## src/frac_pkg.sv

```systemverilog
`default_nettype none

package frac_pkg;

  localparam int DATA_WIDTH = 16;

  typedef struct packed {
    logic signed [DATA_WIDTH-1:0] numerator_in;
    logic signed [DATA_WIDTH-1:0] denominator_in;
  } in_item_t;

  typedef struct packed {
    logic signed [DATA_WIDTH-1:0] numerator_out;
    logic signed [DATA_WIDTH-1:0] denominator_out;
    logic                         bad_denominator;
  } out_item_t;

  typedef struct packed {
    logic busy;
    logic done;
  } div_status_t;

  typedef enum logic [5:0] {
    ST_IDLE     = 6'b000001,
    ST_EUCLID   = 6'b000010,
    ST_MOD_WAIT = 6'b000100,
    ST_QN_WAIT  = 6'b001000,
    ST_QD_WAIT  = 6'b010000,
    ST_DONE     = 6'b100000
  } state_t;

endpackage

`default_nettype wire

```

## src/frac_div.sv

```systemverilog
`default_nettype none

module frac_div #(
  parameter int Width = frac_pkg::DATA_WIDTH
) (
  input  wire logic               clk,
  input  wire logic               rst,
  input  wire logic               start,
  input  wire logic [Width-1:0]   dividend,
  input  wire logic [Width-1:0]   divisor,
  output logic [Width-1:0]        quotient,
  output logic [Width-1:0]        remainder,
  output frac_pkg::div_status_t   status
);
  import frac_pkg::*;

  localparam int CntW = $clog2(Width + 1);

  logic [Width-1:0] quo;
  logic [Width-1:0] rem;
  logic [Width-1:0] dvs;
  logic [CntW-1:0]  cnt;
  logic             busy;
  logic             done;
  logic [Width:0]   trial;
  logic             fits;

  assign trial = {rem, quo[Width-1]};
  assign fits  = trial >= {1'b0, dvs};

  always_ff @(posedge clk) begin
    if (rst) begin
      busy <= 1'b0;
      done <= 1'b0;
    end else begin
      done <= 1'b0;
      if (start) begin
        busy <= 1'b1;
        cnt  <= CntW'(Width);
        rem  <= '0;
        quo  <= dividend;
        dvs  <= divisor;
      end else if (busy) begin
        if (fits) begin
          rem <= Width'(trial - {1'b0, dvs});
        end else begin
          rem <= trial[Width-1:0];
        end
        quo <= {quo[Width-2:0], fits};
        cnt <= cnt - CntW'(1);
        if (cnt == CntW'(1)) begin
          busy <= 1'b0;
          done <= 1'b1;
        end
      end
    end
  end

  assign quotient    = quo;
  assign remainder   = rem;
  assign status.busy = busy;
  assign status.done = done;

  a_nonzero_divisor: assert property (@(posedge clk) disable iff (rst)
    start |-> divisor != '0)
    else $error("divide started with zero divisor");

  a_rem_below_divisor: assert property (@(posedge clk) disable iff (rst)
    done |-> rem < dvs)
    else $error("remainder not below divisor");

endmodule

`default_nettype wire

```

## src/fraction_reducer.sv

```systemverilog
// Reduces a signed fraction to lowest terms: both parts are divided by the greatest common
// divisor of |numerator| and the denominator, found by Euclid's remainder method on one
// shared restoring divider that retires one quotient bit per cycle. An item needs E remainder
// steps (E is at most about 1.45 * DATA_WIDTH, and small for most inputs), then two final
// divisions. A zero or negative denominator sets bad_denominator and returns the inputs
// unchanged, with no division. A zero numerator gives 0/1. One item is in work at a time;
// the next is taken while a finished result still waits in the output register.
`default_nettype none

module fraction_reducer (
  input  wire logic                clk,
  input  wire logic                rst,
  input  wire logic                in_valid,
  output logic                     in_ready,
  input  wire frac_pkg::in_item_t  in_data,
  output logic                     out_valid,
  input  wire logic                out_ready,
  output frac_pkg::out_item_t      out_data
);
  import frac_pkg::*;

  localparam int W = DATA_WIDTH;

  state_t        state;
  logic [W-1:0]  a;
  logic [W-1:0]  b;
  logic [W-1:0]  mag;
  logic [W-1:0]  den;
  logic          neg;
  out_item_t     res;

  logic          div_start;
  logic [W-1:0]  div_dividend;
  logic [W-1:0]  div_divisor;
  logic [W-1:0]  div_quo;
  logic [W-1:0]  div_rem;
  div_status_t   div_stat;

  logic          in_fire;
  logic          den_bad;
  logic          out_free;

  assign in_ready = state == ST_IDLE;
  assign in_fire  = in_valid && in_ready;
  assign den_bad  = in_data.denominator_in[W-1] || in_data.denominator_in == '0;
  assign out_free = !out_valid || out_ready;

  always_comb begin
    div_start    = 1'b0;
    div_dividend = a;
    div_divisor  = b;
    unique case (state)
      ST_EUCLID: begin
        div_start = 1'b1;
        if (b == '0) begin
          div_dividend = mag;
          div_divisor  = a;
        end
      end
      ST_QN_WAIT: begin
        div_start    = div_stat.done;
        div_dividend = den;
        div_divisor  = a;
      end
      default: begin
        div_start = 1'b0;
      end
    endcase
  end

  frac_div #(
    .Width(W)
  ) u_div (
    .clk      (clk),
    .rst      (rst),
    .start    (div_start),
    .dividend (div_dividend),
    .divisor  (div_divisor),
    .quotient (div_quo),
    .remainder(div_rem),
    .status   (div_stat)
  );

  always_ff @(posedge clk) begin
    if (rst) begin
      state     <= ST_IDLE;
      out_valid <= 1'b0;
    end else begin
      if (out_valid && out_ready && state != ST_DONE) begin
        out_valid <= 1'b0;
      end
      unique case (state)
        ST_IDLE: begin
          if (in_fire) begin
            if (den_bad) begin
              res.numerator_out   <= in_data.numerator_in;
              res.denominator_out <= in_data.denominator_in;
              res.bad_denominator <= 1'b1;
              state               <= ST_DONE;
            end else begin
              neg   <= in_data.numerator_in[W-1];
              mag   <= in_data.numerator_in[W-1] ? W'(-in_data.numerator_in)
                                                 : W'(in_data.numerator_in);
              a     <= in_data.numerator_in[W-1] ? W'(-in_data.numerator_in)
                                                 : W'(in_data.numerator_in);
              b     <= W'(in_data.denominator_in);
              den   <= W'(in_data.denominator_in);
              state <= ST_EUCLID;
            end
          end
        end
        ST_EUCLID: begin
          state <= (b == '0) ? ST_QN_WAIT : ST_MOD_WAIT;
        end
        ST_MOD_WAIT: begin
          if (div_stat.done) begin
            a     <= b;
            b     <= div_rem;
            state <= ST_EUCLID;
          end
        end
        ST_QN_WAIT: begin
          if (div_stat.done) begin
            res.numerator_out <= neg ? -$signed(div_quo) : $signed(div_quo);
            state             <= ST_QD_WAIT;
          end
        end
        ST_QD_WAIT: begin
          if (div_stat.done) begin
            res.denominator_out <= $signed(div_quo);
            res.bad_denominator <= 1'b0;
            state               <= ST_DONE;
          end
        end
        ST_DONE: begin
          if (out_free) begin
            out_data  <= res;
            out_valid <= 1'b1;
            state     <= ST_IDLE;
          end
        end
        default: begin
          state <= ST_IDLE;
        end
      endcase
    end
  end

  a_busy_only_waiting: assert property (@(posedge clk) disable iff (rst)
    div_stat.busy |-> (state == ST_MOD_WAIT || state == ST_QN_WAIT || state == ST_QD_WAIT))
    else $error("divider busy outside a wait state");

  a_good_den_positive: assert property (@(posedge clk) disable iff (rst)
    out_valid && !out_data.bad_denominator |-> !out_data.denominator_out[W-1]
      && out_data.denominator_out != '0)
    else $error("reduced denominator not positive");

  a_busy_after_accept: assert property (@(posedge clk) disable iff (rst)
    in_fire |=> !in_ready)
    else $error("input taken again right after an item");

  a_gcd_nonzero: assert property (@(posedge clk) disable iff (rst)
    state == ST_EUCLID && b == '0 |-> a != '0)
    else $error("common divisor is zero");

endmodule

`default_nettype wire

```

## config.mk

```make
export PLATFORM = sky130hd
export DESIGN_NAME = fraction_reducer
export DESIGN_NICKNAME = d
export VERILOG_FILES = /design/src/frac_pkg.sv /design/src/frac_div.sv /design/src/fraction_reducer.sv
export SDC_FILE = /design/constraint.sdc
export NUM_CORES = 1
export LEC_CHECK = 0
export BUFFER_PORTS_ARGS = -buffer_cell sky130_fd_sc_hd__buf_2
export CORE_ASPECT_RATIO = 0.5
export CORE_UTILIZATION = 40
export CTS_CLUSTER_DIAMETER = 60
export DETAILED_ROUTE_END_ITERATION = 10
export SYNTH_ARGS = -nofsm -noshare
export SYNTH_HDL_FRONTEND = slang
export SYNTH_SLANG_ARGS = --single-unit
export TNS_END_PERCENT = 30
```

## constraint.sdc

```tcl
create_clock -name clk -period 8.66 [get_ports clk]
set_input_delay 0.866 -clock clk [delete_from_list [all_inputs] [get_ports clk]]
set_output_delay 0.866 -clock clk [all_outputs]
set_load 0.02 [all_outputs]
```

==> results of run 1 <==
==> worst min path at each step <==
stage               cells after the start     from  slack (ns)            to
finish                                  0  res[16]        0.42  out_data[16]
global route                            0  res[16]        0.42  out_data[16]
CTS                                     0  res[16]        0.42  out_data[16]
detailed placement                      0  res[16]        0.40  out_data[16]
global placement                        0  res[17]        0.40  out_data[17]
floorplan                               0   res[0]        0.40   out_data[0]
==> final cells by class <==
cell class | count | area [um^2] | area share [%]
Sequential cell | 193 | 5710 | 54.0
Multi-Input combinational cell | 510 | 3300 | 31.2
Clock buffer | 17 | 425 | 4.03
Timing Repair Buffer | 78 | 410 | 3.88
Tap cell | 300 | 375 | 3.55
Clock inverter | 15 | 205 | 1.94
Inverter | 38 | 143 | 1.35
==> Yosys cell counts, types with 3 or more instances <==
library cell    n  area share, %
dfxtp_1         9            1.9
mux2_4         14            2.3
o21bai_1        3           0.24
a31oi_1        21            1.4
buf_2          10           0.54
xnor2_1        24            2.3
nand4_1         3           0.20
clkbuf_1       14           0.57
inv_1          38            1.5
nand3_1        11           0.59
a21oi_1        24            1.3
nand2_1       111            4.5
nor3_1         10           0.54
nand3b_1        6           0.48
buf_6           4           0.48
o21ai_0        40            2.2
mux2_2         19            2.3
edfxtp_1      184             59
buf_1           3           0.12
o21a_1          3           0.24
nand2b_1        5           0.34
ha_1           20            2.7
mux2i_1        13            1.4
or3_1           3           0.20
nor2_1         80            3.2
xor2_1         16            1.5
o31ai_1         9           0.73
a22oi_1        17            1.4
nor4_1         13           0.87
nor2b_1         3           0.20
==> critical path: cells and delay by family (launching register included) <==
kind	cells	cell delay (ns)
simple gates	6	3.43
flops	1	0.38
==> power by group <==
part | switching, W | internal [W]
Combinational | 0.0000800 | 0.0000428
Clock | 0.000356 | 0.000488
Sequential | 0.0000131 | 0.00105
==> metal layers <==
| layer | track usage, % | up-vias |
|---|---|---|
| met5 | 0 | - |
| met4 | 5.38 | 0 |
| met1 | 28.5 | 2986 |
| met3 | 3.62 | 21 |
| met2 | 25.9 | 189 |
| li1 | - | 2973 |
==> kinds of logic (layout without fill, tap and decap cells) <==
family                   after synthesis  count (layout)  share of synthesized area [%]
AO/OA/AOI/OAI                        141             141                           10.0
AND/OR/NAND/NOR                      262             262                           12.7
adder cells (fa/ha/maj)               21              21                           2.91
flip-flops                           193             193                           61.4
buffers and inverters                 70             148                           3.30
XOR/XNOR                              40              40                           3.77
multiplexers                          46              46                           5.96
==> through the flow <==
step / total power (W) / utilization (%) / area, um^2 / worst slack, ns / instances
floorplan: 0.00115 / - / 9300 / 5.16 / 773
global placement: 0.00120 / 44.7 / 9930 / 4.59 / 1119
detailed placement: 0.00121 / 44.7 / 9930 / 4.42 / 1119
CTS: 0.00204 / 47.6 / 10600 / 4.37 / 1151
global route: 0.00209 / 47.6 / 10600 / 4.13 / 1151
finish: 0.00203 / 47.6 / 10600 / 4.42 / 1151
==> registers in the layout, summed over array words and instances (netlist names) <==
register	cells
b	16
u_div.dvs	16
mag	16
u_div.done	1
out_data	33
out_valid	1
u_div.cnt	5
a	16
res	33
den	16
neg	1
u_div.busy	1
u_div.quotient	16
state	6
u_div.remainder	16
==> impl_metrics.toml, run 1 <==
[synthesis]
syn-num-nets = 830
synth_edf_count = 184
synthDistinctLibCells = 61
syn_inst = 773
ys_seq_area_share_pct = 61.4
ys_ff_latch = 193
synthFlopType = "edfxtp_1"
synth_area_per_cell_um2 = 12.0
yosysWarnings = 0
syn_area_mm2 = 0.00930
async_flop_share_pct = 0

[worst_setup_path]
reg2reg_from = "state[5]"
cp-start-kind = "register"
crit_top_cell = "nand2_2"
rr_worst_depth = 6
cp_max_fo = 54
worstReg2RegEnd = "u_div.quotient[8]"
critPathSlowestCell = "nor2_4"
critPathKind = "register to register"
cp.required_ns = 8.72
max_stage_delay_ns = 0.88
startpoint = "state[5]"
endpoint = "u_div.quotient[8]"
arrival_ns = 4.30
regToRegSetupSlack_ns = 4.42
end_kind = "register"
crit_chain = "nor4_1, and3b_1, nand2_2, nand2_2, nor2_1, nor2_4"

[clocking]
cts_buffer_depth = 2
h-tree-depth = 4
clk_latency_ns = 0.44
cts_hold_buf = 0
clk_pin_slew_ns = 0.08
cts_tree = "done"
root_buffer = "clkbuf_16"
cts_post_setup_buffers_inserted = 0
cts_resized = 0
cts.sinks = 193
cts_buffers = 17

[drt]
drc = 0
route.top_layer_used = "met4"
routedWlPerCell_um = 18.5
met2WireLength_um = 8770
route.met3.wl_um = 1430
via_per_inst = 5.36
drtPass1Iterations = 7
ant_nets = 0
met1Wirelength_um = 10900
vias = 6169
wirelength_um = 21300
drt_iter0_markers = 651

[floorplan]
fp.dieH_um = 110
dieArea_mm2 = 0.0239
fp.dieW_um = 218
fp-row-count = 38
start_util_pct = 41.9
core_mm2 = 0.0222
design.portCount = 71

[sta]
max_slew_margin_pct = 24.8
fmax_mhz = 236
rsz0062_at_grt = "false"
skew_ns = 0.0141
finalSetupTns_ns = 0
setup-violations-final = 0
post-route-period-util_pct = 49.0
drv_slew = 0
worstMarginPinSlew_ns = 1.12
min_period_ns = 4.24
finalHoldViolations = 0
holdWs_ns = 0.418

[finish]
layout_commonest_cell = "edfxtp_1"
nets = 895
drive_gt1_share_pct = 18.7
mostFrequentLayoutCells = "edfxtp_1, nand2_1, nor2_1"
nFillCells = 1986
antennaDiodeCount = 0
syn_to_final_growth_pct = 13.6

[global_routing]
grt.total_usage_pct = 18.5
first_global_vias = 5733
grt_max_degree = 55
antenna_found_initial = 0
grt-ovfl-total = 0
grt_first_pass_wirelength_um = 32800

[pwr]
ir_worst_vdd_mv = 0.169
cellPowerDensity_mw_per_mm2 = 192
power_leakage_nw = 3.97

[placed_design]
post-dp-hpwl_um = 15300
port_buffers = 70
gp_congestion = 0.849

[min_path]
min_path_type = "register to register"

[job]
maxCapViolations = 0

[status]
status = "complete, no violations"
No activity file was read; power rests on OpenSTA's default activity.
==> inputs of run 2 (changes only) <==
Clock period 8.66 ns to 4.4 ns, I/O delays scaled along.
==> run 2 against run 1 <==
Against the previous run:
- wire length increased by 4.3%
- combinational power grew 99%
- power grew 89%
- register-to-register slack got worse by 3.0 ns
- via count grew 2.0%
- cell count rose by 0.35%
- clock skew decreased by 0.0046 ns
- die area unchanged
- flip-flop and latch count stayed put
- worst hold slack lost 0.15 ns
- final area shrank 0.36%
- non-clock buffer count increased by 4
==> impl_metrics.toml, run 2 (same netlist as run 1, synthesis figures left out) <==
[worst_setup_path]
cp-start-kind = "register"
rr_worst_depth = 8
arrival_ns = 3.14
cp.required_ns = 4.56
end_kind = "register"
cp_max_fo = 22
critPathKind = "register to register"

[clocking]
clk_pin_slew_ns = 0.07
cts.sinks = 193
cts_tree = "done"
root_buffer = "clkbuf_16"
cts_post_setup_buffers_inserted = 0
cts_resized = 0
cts_buffer_depth = 2
cts_buffers = 17
h-tree-depth = 4
clk_latency_ns = 0.43
cts_hold_buf = 0

[drt]
met1Wirelength_um = 11500
wirelength_um = 22300
ant_nets = 0
drt_iter0_markers = 681
vias = 6295
drtPass1Iterations = 5
route.top_layer_used = "met4"
met2WireLength_um = 9160
route.met3.wl_um = 1410
routedWlPerCell_um = 19.3
drc = 0
via_per_inst = 5.45

[pwr]
ir_worst_vdd_mv = 0.312
cellPowerDensity_mw_per_mm2 = 364
finalPower_w = 0.00383
power_leakage_nw = 3.95

[placed_design]
gp_congestion = 0.827
post-dp-hpwl_um = 15900
postPlaceCellArea_mm2 = 0.00996
port_buffers = 70

[global_routing]
grt_max_degree = 54
grt.total_usage_pct = 19.6
grt_first_pass_wirelength_um = 34500
antenna_found_initial = 0
first_global_vias = 5844
grt-ovfl-total = 0

[status]
status = "complete, no violations"

[finish]
mostFrequentLayoutCells = "edfxtp_1, nand2_1, nor2_1"
finalInstanceArea_mm2 = 0.0105
finish.utilization_pct = 47.4
antennaDiodeCount = 0
layout_commonest_cell = "edfxtp_1"
syn_to_final_growth_pct = 13.2
drive_gt1_share_pct = 18.8
reg_top3 = "out_data (33), res (33)"
nets = 899

[job]
maxCapViolations = 0

[floorplan]
fp.dieH_um = 110
fp-row-count = 38
core_mm2 = 0.0222
fp.dieW_um = 218
design.portCount = 71
start_util_pct = 41.9
dieArea_mm2 = 0.0239

[sta]
max_slew_margin_pct = 33.8
rsz0062_at_grt = "false"
drv_slew = 0
min_period_ns = 2.98
fmax_mhz = 336
post-route-period-util_pct = 67.7
finalSetupTns_ns = 0
holdWs_ns = 0.272
skew_ns = 0.00950
setup-violations-final = 0
finalHoldViolations = 0
worstMarginPinSlew_ns = 0.990

[min_path]
min_path_type = "input pin to register"
hold_depth = 1
run 2: layout make-up:
| cell class | count | area (um^2) |
|---|---|---|
| clock buffer | 19 | 433 |
| inverter | 38 | 143 |
| sequential | 193 | 5710 |
| tap | 300 | 375 |
| multi-input combinational | 510 | 3300 |
| clock inverter | 13 | 130 |
| timing repair buffer | 82 | 440 |
| fill | 1970 | 11700 |
run 2: worst max-delay path: stages, from the launching register on:
cell and delay, ns:
edfxtp_1 0.42, ha_1 0.45, nand4_1 0.19, nor3_1 0.20
o31a_1 0.25, o21bai_4 0.12, a31oi_4 0.71, mux2i_1 0.29
nor2_1 0.07
run 2: per-layer routing:
layer  up-vias  GRT usage, %
met5         -             0
li1       2972             -
met3        17          3.37
met4         0          4.98
met1      3104          30.8
met2       202          27.3
run 2: worst paths after layout:
path                                         start            endpoint  slack (ns)
worst max-delay path            u_div.remainder[9]  u_div.remainder[3]        1.42
worst min-delay path                    in_data[3]              den[3]        0.27
worst max register to register  u_div.remainder[9]  u_div.remainder[3]        1.42
worst min register to register             res[16]        out_data[16]        0.42
run 2: where the power goes:
part	leakage [nW]	internal, W	switching, W
clock network	0.262	0.000793	0.000702
logic	1.95	0.0000847	0.000160
registers	1.74	0.00207	0.0000256
total	3.95	0.00295	0.000888
run 2: per-stage QoR:
step                      cells  setup WS, ns
final                      1155          1.42
after global routing       1155          1.22
after CTS                  1155          1.42
after detailed placement   1123          1.47
after global placement     1123          1.57
after floorplan             773         0.901
==> inputs of run 3 (changes only) <==
Clock period 4.4 ns to 2.9 ns, I/O delays scaled along.
==> run 3 against run 2 <==
Against the previous run:
- worst setup slack worse by 1.3 ns
- via count down 0.27%
- power up 57%
- register-to-register slack worse by 1.3 ns
- clock power up 64%
- wire length up 0.27%
- final area up 1.7%
- flip-flop and latch count unchanged
- core utilization up 0.81 points
- non-clock buffer count up 10
- sequential share of layout area down 0.91 points
- cell count up 0.95%
==> impl_metrics.toml, run 3 (same netlist as run 1, synthesis figures left out) <==
[sta]
min_period_ns = 2.75
finalHoldViolations = 0
skew_ns = 0.0132
post-route-period-util_pct = 94.7
worstMarginPinSlew_ns = 0.978
drv_slew = 0
layout_setup_ws_ns = 0.154
rsz0062_at_grt = "false"
fmax_mhz = 364
max_slew_margin_pct = 34.7
setup-violations-final = 0

[placed_design]
place_inst = 1133
post-dp-hpwl_um = 15700
port_buffers = 70
dp_slack_ns = 0.0859
gp_congestion = 0.861

[finish]
reg_top3 = "out_data (33), res (33)"
syn_to_final_growth_pct = 15.2
drive_gt1_share_pct = 20.0
nets = 910
antennaDiodeCount = 0
layout_commonest_cell = "edfxtp_1"
seqCellArea_mm2 = 0.00571
nFillCells = 1974
instances_no_fill = 1166
multiInputGateArea_mm2 = 0.00331
mostFrequentLayoutCells = "edfxtp_1, nand2_1, nor2_1"
finish.utilization_pct = 48.2

[floorplan]
design.portCount = 71
fp-row-count = 38
fp.dieW_um = 218
fp.dieH_um = 110
start_util_pct = 41.9
core_mm2 = 0.0222
dieArea_mm2 = 0.0239

[global_routing]
grt_max_degree = 49
grt.total_usage_pct = 19.3
antenna_found_initial = 0
first_global_vias = 6098
grt_first_pass_wirelength_um = 33900
grt-ovfl-total = 0

[drt]
routedWlPerCell_um = 19.1
via_per_inst = 5.38
drt_iter0_markers = 651
drc = 0
vias = 6278
drtPass1Iterations = 5
ant_nets = 0
wirelength_um = 22300

[pwr]
ir_worst_vdd_mv = 0.460
finalPower_w = 0.00600
cellPowerDensity_mw_per_mm2 = 560
power_leakage_nw = 4.04

[worst_setup_path]
cp_max_fo = 3
end_kind = "register"
regToRegSetupSlack_ns = 0.15
cp.required_ns = 3.08
cp-start-kind = "register"
arrival_ns = 2.92
critPathKind = "register to register"

[clocking]
cts_hold_buf = 0
cts_post_setup_buffers_inserted = 0
cts_buffer_depth = 2
cts_buffers = 17
root_buffer = "clkbuf_16"
cts.sinks = 193
h-tree-depth = 4
clk_latency_ns = 0.44
clk_pin_slew_ns = 0.08
cts_tree = "done"

[min_path]
min_path_type = "input pin to register"

[status]
status = "complete, no violations"

[job]
maxCapViolations = 0
## run 3: cell type report
class	instances	share of cell area [%]
Timing Repair Buffer	92	5.28
Clock inverter	14	1.65
Clock buffer	18	4.01
Multi-Input combinational cell	511	30.9
Inverter	38	1.33
Sequential cell	193	53.3
Tap cell	300	3.51
## run 3: worst max-delay path, stage by stage, from the launching register on
cell and delay (ns):
edfxtp_1 0.41, inv_2 0.14, ha_1 0.20, inv_1 0.06
fa_1 0.40, a21oi_1 0.22, o221ai_1 0.16, a41oi_1 0.43
o21bai_1 0.12, xor2_1 0.15, mux2i_1 0.15, nor2_1 0.05
## run 3: routing by layer
| metal | vias to the layer above | GRT usage (%) | share of wire, % |
|---|---|---|---|
| li1 | 3004 | - | - |
| met1 | 3030 | 28.6 | 50 |
| met3 | 27 | 4.07 | 7.3 |
| met4 | 0 | 6.94 | 1.7 |
| met2 | 217 | 27.5 | 41 |
| met5 | - | 0 | 0 |
## run 3: worst paths after layout
kind | start | to | cells past startpoint
worst max-delay path | u_div.quotient[15] | u_div.remainder[12] | 11
worst min-delay path | in_data[13] | den[13] | 1
worst max register to register | u_div.quotient[15] | u_div.remainder[12] | 11
worst min register to register | res[18] | out_data[18] | 0
## run 3: stage by stage
step	instance area, um^2	setup TNS (ns)	hold slack [ns]
after CTS	10700	0	0.103
final	10700	0	0.127
after detailed placement	10100	0	0.405
after global placement	10100	0	0.402
after floorplan	9300	-28.97	0.359
after global routing	10700	0	0.107
## run 3: where the power goes
part	switching (W)	internal (W)	total, W	leakage [nW]
sequential	0.0000396	0.00314	0.00318	1.74
clock	0.00108	0.00137	0.00245	0.294
combinational	0.000237	0.000136	0.000374	2.01
total	0.00135	0.00465	0.00600	4.04
## run 3: what timing repair did
action | in CTS | in global routing
endpoints found under the hold margin | 0 | 0
endpoints found under the setup margin | 0 | 16
gates resized for setup | 0 | 1
